<file path="config.mk">
export PLATFORM = sky130hd
export DESIGN_NAME = tiny_8bit_cpu_step
export DESIGN_NICKNAME = d
export VERILOG_FILES = /design/src/tcpu_pkg.sv /design/src/tcpu_mem.sv /design/src/tcpu_exec.sv /design/src/tiny_8bit_cpu_step.sv
export SDC_FILE = /design/constraint.sdc
export NUM_CORES = 2
export LEC_CHECK = 0
export BUFFER_PORTS_ARGS = -buffer_cell sky130_fd_sc_hd__buf_4
export CAP_MARGIN = 20
export CORE_UTILIZATION = 65
export CTS_BUF_LIST = sky130_fd_sc_hd__clkbuf_4
export DETAILED_ROUTE_END_ITERATION = 16
export GPL_TIMING_DRIVEN = 0
export PLACE_DENSITY = 0.84
export SLEW_MARGIN = 0
export SYNTH_ARGS = -nofsm -noshare
export SYNTH_HDL_FRONTEND = slang
export SYNTH_HIERARCHICAL = 1
export SYNTH_SLANG_ARGS = --single-unit
</file>
<file path="constraint.sdc">
create_clock -name clk -period 6.6 [get_ports clk]
set_input_delay 0 -clock clk [delete_from_list [all_inputs] [get_ports clk]]
set_output_delay 0 -clock clk [all_outputs]
set_load 0.02 [all_outputs]
</file>
<file path="src/tcpu_pkg.sv">
package tcpu_pkg;

  localparam int MEM_DEPTH = 256;
  localparam int ADDR_W    = $clog2(MEM_DEPTH);

  // opcodes live in the upper nibble of the instruction byte
  localparam logic [3:0] OP_ADD   = 4'b0111;
  localparam logic [3:0] OP_SUB   = 4'b0001;
  localparam logic [3:0] OP_LOAD  = 4'b0010;
  localparam logic [3:0] OP_STORE = 4'b0011;
  localparam logic [3:0] OP_SKIP  = 4'b0100;
  localparam logic [3:0] OP_JALR  = 4'b0101;

  // shift-left-insert when the top two bits are set
  localparam logic [1:0] SLI_TOP = 2'b11;

  // skip flavors in the rs field
  localparam logic [1:0] SKIP_Z  = 2'b00;
  localparam logic [1:0] SKIP_NZ = 2'b01;

  localparam logic [7:0] HALT_WORD = 8'h01;

  localparam logic [ADDR_W-1:0] RESULT_ADDR = ADDR_W'(MEM_DEPTH - 1);

  localparam logic ACT_WRITE = 1'b0;
  localparam logic ACT_EXEC  = 1'b1;

  typedef struct packed {
    logic       action;
    logic [7:0] load_addr;
    logic [7:0] load_data;
  } cmd_t;

  typedef struct packed {
    logic [7:0] pc_after;
    logic [7:0] executed_word;
    logic [7:0] reg_a;
    logic [7:0] reg_b;
    logic [7:0] reg_c;
    logic [7:0] reg_d;
    logic [7:0] result_byte;
    logic       halt_seen;
  } rsp_t;

  // effects of one decoded instruction
  typedef struct packed {
    logic              reg_we;
    logic [1:0]        reg_idx;
    logic [7:0]        reg_val;
    logic              mem_we;
    logic [ADDR_W-1:0] mem_addr;
    logic [7:0]        mem_val;
    logic              res_we;
    logic [7:0]        res_val;
    logic [7:0]        pc_next;
    logic              is_load;
    logic              halt;
  } exec_t;

endpackage

</file>
<file path="src/tcpu_mem.sv">
module tcpu_mem (
  input  logic                          clk,
  input  logic                          rst,
  input  logic                          we,
  input  logic [tcpu_pkg::ADDR_W-1:0]   waddr,
  input  logic [7:0]                    wdata,
  input  logic                          res_we,
  input  logic [7:0]                    res_val,
  input  logic                          re,
  input  logic [tcpu_pkg::ADDR_W-1:0]   raddr,
  output logic [7:0]                    rdata,
  output logic [7:0]                    byte_hi
);

  logic [7:0]                     mem [tcpu_pkg::MEM_DEPTH];
  logic [tcpu_pkg::MEM_DEPTH-1:0] vld;
  logic [7:0]                     rd_q;
  logic [7:0]                     fwd_data_q;
  logic                           fwd_q;
  logic                           vld_q;
  logic                           hi_q;
  logic [7:0]                     hi_byte;

  always_ff @(posedge clk) begin
    if (we) begin
      mem[waddr] <= wdata;
    end
    if (re) begin
      rd_q       <= mem[raddr];
      fwd_data_q <= wdata;
    end
  end

  always_ff @(posedge clk) begin
    if (rst) begin
      vld     <= '0;
      hi_byte <= '0;
      fwd_q   <= 1'b0;
      vld_q   <= 1'b0;
      hi_q    <= 1'b0;
    end else begin
      if (we) begin
        vld[waddr] <= 1'b1;
      end
      if (res_we) begin
        hi_byte <= res_val;
      end else if (we && waddr == tcpu_pkg::RESULT_ADDR) begin
        hi_byte <= wdata;
      end
      if (re) begin
        fwd_q <= we && (waddr == raddr);
        vld_q <= vld[raddr];
        hi_q  <= (raddr == tcpu_pkg::RESULT_ADDR);
      end
    end
  end

  // top byte is kept in its own register; never-written entries read zero
  assign rdata   = hi_q  ? hi_byte    :
                   fwd_q ? fwd_data_q :
                   vld_q ? rd_q       : 8'h00;
  assign byte_hi = hi_byte;

endmodule

</file>
<file path="src/tcpu_exec.sv">
module tcpu_exec (
  input  logic [7:0]      word,
  input  logic [7:0]      pc,
  input  logic [3:0][7:0] regs,
  output tcpu_pkg::exec_t ex
);

  logic [3:0] op;
  logic [1:0] rd;
  logic [1:0] rs;
  logic [7:0] vd;
  logic [7:0] vs;
  logic [7:0] pc_inc;
  logic [7:0] alu;

  assign op     = word[7:4];
  assign rd     = word[3:2];
  assign rs     = word[1:0];
  assign vd     = regs[rd];
  assign vs     = regs[rs];
  assign pc_inc = pc + 8'd1;

  always_comb begin
    alu           = 8'h00;
    ex            = '0;
    ex.reg_idx    = rd;
    ex.mem_addr   = tcpu_pkg::ADDR_W'(vs);
    ex.mem_val    = vd;
    ex.pc_next    = pc_inc;
    priority if (op == tcpu_pkg::OP_ADD || op == tcpu_pkg::OP_SUB) begin
      alu        = (op == tcpu_pkg::OP_ADD) ? vd + vs : vd - vs;
      ex.reg_we  = 1'b1;
      ex.reg_val = alu;
      ex.res_we  = 1'b1;
      ex.res_val = alu;
    end else if (op == tcpu_pkg::OP_LOAD) begin
      ex.is_load = 1'b1;
    end else if (op == tcpu_pkg::OP_STORE) begin
      ex.mem_we  = 1'b1;
      ex.res_we  = 1'b1;
      ex.res_val = vd;
    end else if (op == tcpu_pkg::OP_SKIP) begin
      if ((rs == tcpu_pkg::SKIP_Z && vd == 8'h00) ||
          (rs == tcpu_pkg::SKIP_NZ && vd != 8'h00)) begin
        ex.pc_next = pc + 8'd2;
        ex.res_we  = 1'b1;
        ex.res_val = vd;
      end
    end else if (op == tcpu_pkg::OP_JALR) begin
      ex.reg_we  = 1'b1;
      ex.reg_val = pc_inc;
      ex.pc_next = vs;
      ex.res_we  = 1'b1;
      ex.res_val = pc_inc;
    end else if (word[7:6] == tcpu_pkg::SLI_TOP) begin
      alu        = {vd[3:0], word[5:4], word[1:0]};
      ex.reg_we  = 1'b1;
      ex.reg_val = alu;
      ex.res_we  = 1'b1;
      ex.res_val = alu;
    end else if (word == tcpu_pkg::HALT_WORD) begin
      ex.halt = 1'b1;
    end else begin
      ex.pc_next = pc_inc;
    end
  end

endmodule

</file>
<file path="src/tiny_8bit_cpu_step.sv">
// path: an instruction result passes the skid register, the memory read register and
// the result register; a load adds the operand read, a memory write skips the read
// throughput: one instruction per cycle back to back while results are not stalled;
// a load holds the single read port of the unified memory; a memory write waits for idle
// reset (synchronous): clears pc, registers and the per-byte valid bits, so memory
// reads zero at once with no clearing pass
module tiny_8bit_cpu_step (
  input  logic           clk,
  input  logic           rst,
  input  logic           cmd_valid,
  output logic           cmd_ready,
  input  tcpu_pkg::cmd_t cmd,
  output logic           rsp_valid,
  input  logic           rsp_ready,
  output tcpu_pkg::rsp_t rsp
);

  typedef enum logic [1:0] {
    ST_IDLE,
    ST_EXEC,
    ST_LOAD
  } state_t;

  state_t          state;
  state_t          state_next;

  // input skid register
  tcpu_pkg::cmd_t  cmd_q;
  logic            cmd_full;

  // architectural state
  logic [7:0]      pc;
  logic [7:0]      pc_next;
  logic [3:0][7:0] regs;
  logic [3:0][7:0] regs_next;

  // instruction byte held while a load waits for its data
  logic [7:0]      word_q;

  tcpu_pkg::exec_t ex;
  tcpu_pkg::rsp_t  rsp_next;

  logic            out_free;
  logic            finish_exec;
  logic            finish_load;
  logic            finish_wr;
  logic            core_free;
  logic            start_exec;
  logic            take;

  // memory port signals
  logic                        mem_we;
  logic [tcpu_pkg::ADDR_W-1:0] mem_waddr;
  logic [7:0]                  mem_wdata;
  logic                        res_we;
  logic [7:0]                  res_val;
  logic                        mem_re;
  logic [tcpu_pkg::ADDR_W-1:0] mem_raddr;
  logic [7:0]                  rvalue;
  logic [7:0]                  byte_hi;
  logic [7:0]                  byte_hi_next;

  tcpu_mem u_mem (
    .clk     (clk),
    .rst     (rst),
    .we      (mem_we),
    .waddr   (mem_waddr),
    .wdata   (mem_wdata),
    .res_we  (res_we),
    .res_val (res_val),
    .re      (mem_re),
    .raddr   (mem_raddr),
    .rdata   (rvalue),
    .byte_hi (byte_hi)
  );

  // decode the fetched byte straight off the memory read register
  tcpu_exec u_exec (
    .word (rvalue),
    .pc   (pc),
    .regs (regs),
    .ex   (ex)
  );

  // an item may only complete when the result register can take it
  assign out_free    = !rsp_valid || rsp_ready;
  assign finish_exec = (state == ST_EXEC) && !ex.is_load && out_free;
  assign finish_load = (state == ST_LOAD) && out_free;
  assign finish_wr   = (state == ST_IDLE) && cmd_full &&
                       (cmd_q.action == tcpu_pkg::ACT_WRITE) && out_free;

  // next fetch may issue in the same cycle an instruction retires
  assign core_free  = (state == ST_IDLE) || finish_exec || finish_load;
  assign start_exec = core_free && cmd_full && (cmd_q.action == tcpu_pkg::ACT_EXEC);
  assign take       = start_exec || finish_wr;
  assign cmd_ready  = !cmd_full || take;

  // retiring values of pc and registers
  always_comb begin
    regs_next = regs;
    pc_next   = pc;
    if (finish_exec) begin
      pc_next = ex.pc_next;
      if (ex.reg_we) begin
        regs_next[ex.reg_idx] = ex.reg_val;
      end
    end else if (finish_load) begin
      pc_next              = pc + 8'd1;
      regs_next[word_q[3:2]] = rvalue;
    end
  end

  // write port: loader transactions or stores, never both in one cycle
  always_comb begin
    mem_we    = 1'b0;
    mem_waddr = ex.mem_addr;
    mem_wdata = ex.mem_val;
    if (finish_wr) begin
      mem_we    = 1'b1;
      mem_waddr = tcpu_pkg::ADDR_W'(cmd_q.load_addr);
      mem_wdata = cmd_q.load_data;
    end else if (finish_exec) begin
      mem_we = ex.mem_we;
    end
  end

  // top memory byte copy of each result
  always_comb begin
    res_we  = 1'b0;
    res_val = ex.res_val;
    if (finish_exec) begin
      res_we = ex.res_we;
    end else if (finish_load) begin
      res_we  = 1'b1;
      res_val = rvalue;
    end
  end

  // read port: instruction fetch at the new pc, or load operand
  always_comb begin
    mem_re    = 1'b0;
    mem_raddr = tcpu_pkg::ADDR_W'(pc_next);
    if (start_exec) begin
      mem_re = 1'b1;
    end else if (state == ST_EXEC && ex.is_load) begin
      mem_re    = 1'b1;
      mem_raddr = ex.mem_addr;
    end
  end

  assign byte_hi_next = res_we ? res_val :
                        (mem_we && mem_waddr == tcpu_pkg::RESULT_ADDR) ? mem_wdata :
                        byte_hi;

  always_comb begin
    rsp_next.pc_after      = pc_next;
    rsp_next.executed_word = finish_exec ? rvalue : finish_load ? word_q : 8'h00;
    rsp_next.reg_a         = regs_next[0];
    rsp_next.reg_b         = regs_next[1];
    rsp_next.reg_c         = regs_next[2];
    rsp_next.reg_d         = regs_next[3];
    rsp_next.result_byte   = byte_hi_next;
    rsp_next.halt_seen     = finish_exec && ex.halt;
  end

  always_comb begin
    state_next = state;
    unique case (state)
      ST_IDLE: begin
        if (start_exec) begin
          state_next = ST_EXEC;
        end
      end
      ST_EXEC: begin
        if (ex.is_load) begin
          state_next = ST_LOAD;
        end else if (finish_exec) begin
          state_next = start_exec ? ST_EXEC : ST_IDLE;
        end
      end
      ST_LOAD: begin
        if (finish_load) begin
          state_next = start_exec ? ST_EXEC : ST_IDLE;
        end
      end
      default: state_next = ST_IDLE;
    endcase
  end

  always_ff @(posedge clk) begin
    if (rst) begin
      state     <= ST_IDLE;
      cmd_full  <= 1'b0;
      rsp_valid <= 1'b0;
      pc        <= 8'h00;
      regs      <= '0;
    end else begin
      state <= state_next;
      pc    <= pc_next;
      regs  <= regs_next;

      // input transaction lands in the skid register
      if (cmd_valid && cmd_ready) begin
        cmd_full <= 1'b1;
        cmd_q    <= cmd;
      end else if (take) begin
        cmd_full <= 1'b0;
      end

      if (state == ST_EXEC && ex.is_load) begin
        word_q <= rvalue;
      end

      // result register
      if (finish_exec || finish_load || finish_wr) begin
        rsp_valid <= 1'b1;
        rsp       <= rsp_next;
      end else if (rsp_ready) begin
        rsp_valid <= 1'b0;
      end
    end
  end

endmodule

</file>
==> results.toml <==
[detailed_routing]
drtAntennaViolNets = 0
first_iter_violations = 9928
num_vias = 60800
wl_mm = 298
routed_via_density = 7.14
drc = 0
wl_per_cell_um = 35.0
drt_first_pass_iters = 8

[critical_path]
end_kind = "flop"
worstPathMaxFanout = 10
startpoint = "u_mem/vld_q"
worstSetupPathType = "reg -> reg"
worstReg2RegStart = "u_mem/vld_q"
critPathArrivalTime_ns = 7.92
rrSetupSlack_ns = -0.25
cp.required_ns = 7.66
cp-start-kind = "flop"

[floorplan]
num_rows = 140
num_io_pins = 80
dieWidth_um = 386
initial_utilization_pct = 65.7
core_um2 = 146000
die_y_um = 386
dieArea_um2 = 149000

[global_route]
gr-total-overflow = 0
grt_antenna_before_repair = 16
grt_max_degree = 161
grt_pass1_wl_mm = 415
grt_use_total_pct = 39.7
grt_pass1_vias = 60200

[placed_design]
dp_slack_ns = -2.63
place_congestion = 1.05
dpl_cell_area_um2 = 100000
hpwl_mm = 191
portBuffers = 78

[yosys]
netlist-cell-type-count = 78
synth-edff-count = 2146
synth-main-ff-cell = "edfxtp_1"
synth.top_cells.by_area = "edfxtp_1 (67%), mux4_2 (14%), dfxtp_1 (6.5%)"
synth_top_area_share_pct = 67.1
synth_area_um2 = 96000
synth-warning-count = 6
syn_inst = 5287
ys_ff_latch = 2457
yosysSeqAreaShare_pct = 73.6
synth_area_per_cell_um2 = 18.2
yosys.area.top_type = "edfxtp_1"
ys_async_sr_fraction_pct = 0
syn-num-nets = 5320

[cts]
cts_root_buf = "clkbuf_4"
cts.sinks = 2457
cts_tree = "yes"
insertion_delay_ns = 1.44
cts_made_buffers = 608
htree_levels = 6
cts_max_path_buffers = 4
clk_pin_slew_worst_paths_ns = 0.08

[sta]
final.setup.tns_ns = -6.92
maxSlewViolCount = 0
clock-skew-final_ns = 0.147
fmax_mhz = 146
final.period_utilization_pct = 104
hold_violations = 0
setup_violations = 182
period_needed_ns = 6.85
rsz0062_at_grt = "true"
timing.final.ws_setup_ns = -0.255
relSlewSlack_pct = 5.73
tightest_slew_ns = 1.41

[min_path]
hp-class = "in -> reg"
hold_start = "cmd_valid"

[final_layout]
nNetsFinal = 6145
final_layout_size_suffix_gt1_share_pct = 33.7
fillCellCount = 7649
layout_common_cells = "edfxtp_1 (2,146), clkbuf_4 (944), nor2_1 (650)"
synthToLayoutAreaGrowth_pct = 15.4
final_cell_area_um2 = 111000
layout_commonest_cell = "edfxtp_1"

[pwr]
power_switching_mw = 6.79
power_frac_comb_pct = 3.7
p_int_mw = 23.8
p_seq_share_pct = 54.8
ir_drop_v = 0.000215
clock_power_share_pct = 41.5
p_leak_nw = 34.7
swShare_pct = 22.2
cellPowerDensity_nw_per_um2 = 276

[job]
maxCapViolations = 0

[status]
violations = "negative setup slack"
status = "finished with violations"
metrics by stage:
stage / hold WS [ns] / utilization, % / power [mW] / cells
finish: 0.370 / 75.9 / 30.6 / 8510
global route: 0.330 / 75.9 / 31.5 / 8504
CTS: 0.290 / 75.2 / 30.5 / 8478
detailed placement: 0.179 / 68.5 / 18.1 / 7335
global placement: 0.178 / 67.8 / 18.0 / 7282
floorplan: 0.0989 / - / 17.7 / 5287
cell type report:
cell class | instances | area, µm² | share of cell area (%)
diodes | 15 | 37.5 | 0.0339
plain buffers | 326 | 2490 | 2.24
clock buffers | 924 | 6940 | 6.26
clock inverters | 152 | 783 | 0.707
inverters | 27 | 103 | 0.0925
multi-input cells | 2473 | 25100 | 22.6
flip-flops and latches | 2457 | 70700 | 63.7
well taps | 1917 | 2400 | 2.16
repair buffers | 219 | 2370 | 2.13
timing repair:
item                                   4_1_cts  5_1_grt
gates resized for setup                    479      230
setup buffers                                9        7
cloned                                       0        4
hold buffers                                61        0
setup endpoints to repair                  855     1352
pin swaps                                   14       19
endpoints found under the hold margin      179        0
worst max-delay path, cell delays in order (launching register included):
cell and delay (ns):
dfxtp_4 0.41, nor2b_1 0.15, buf_4 0.16, a22oi_1 0.09, o21ai_2 0.25, buf_6 0.17, buf_8 0.16, mux4_2 0.58
nor4_4 0.31, a211oi_1 0.12, or2_4 0.31, a31o_2 0.27, o221ai_1 0.23, a22o_1 0.22, a21oi_2 0.08, a21oi_4 0.16
buf_4 0.13, clkbuf_16 0.19, buf_2 0.47, mux4_2 0.40, a22oi_1 0.53, a21oi_1 0.28, nor4_4 0.38, o22ai_4 0.15
or2_1 0.33
Yosys cell counts (12+ instances only):
master and n:
buf_2 64, nand3_1 32, a21oi_1 174, nand2b_1 21, dfxtp_1 311, nor4_1 35
nor2b_1 44, o21ai_0 28, nand4_1 27, nand2_1 117, nor3_1 15, buf_1 33
a22oi_1 290, edfxtp_1 2146, o21ba_2 29, nor2_1 757, and3_1 12, buf_4 22
o211ai_1 13, and2_1 23, inv_1 26, mux2_2 28, xnor2_1 20, mux4_2 587
o22ai_1 22, a211oi_1 17, a221o_1 17, xor2_1 14, mux2i_1 20, clkbuf_1 200
worst paths after layout:
check,to,cells after the start
worst max register to register,u_mem/rd_q[6],24
worst max-delay path,u_mem/rd_q[6],24
worst min-delay path,cmd_q[16],4
worst min register to register,u_mem/vld[106],2
power by group through the flow:
stage	registers [mW]	logic [mW]	clock network, mW
floorplan	17.1	0.559	0
global placement	17.1	0.902	0
detailed placement	17.1	0.943	0
CTS	16.8	1.05	12.7
global route	16.8	1.14	13.6
finish	16.8	1.13	12.7
flip-flops by register name (all words and copies together), names as in the netlist:
signal and flops:
pc 8, u_mem/rd_q 8, u_mem/fwd_q 1, u_mem/vld_q 1, state 2, regs 32, u_mem/fwd_data_q 8, u_mem/byte_hi 8
u_mem/mem 2048, cmd_full 1, rsp 57, cmd_q 17, u_mem/hi_q 1, word_q 8, u_mem/vld 256, rsp_valid 1
logic make-up after synthesis:
| group | share of synthesized area [%] |
|---|---|
| multiplexers | 14.4 |
| buffers and inverters | 1.65 |
| flip-flops | 73.6 |
| AND/OR/NAND/NOR | 5.13 |
| adder cells (fa/ha/maj) | 0.175 |
| AO/OA/AOI/OAI | 4.80 |
| XOR/XNOR | 0.310 |
per-layer routing:
metal | up-vias | track usage [%] | part of all wire, %
met5 | - | 0.747 | 0.11
met4 | 20 | 29.1 | 8.5
met3 | 1421 | 14.7 | 16
met2 | 6110 | 57.5 | 44
met1 | 29900 | 49.4 | 31
li1 | 23300 | - | -
No activity file was read; power rests on OpenSTA's default activity.
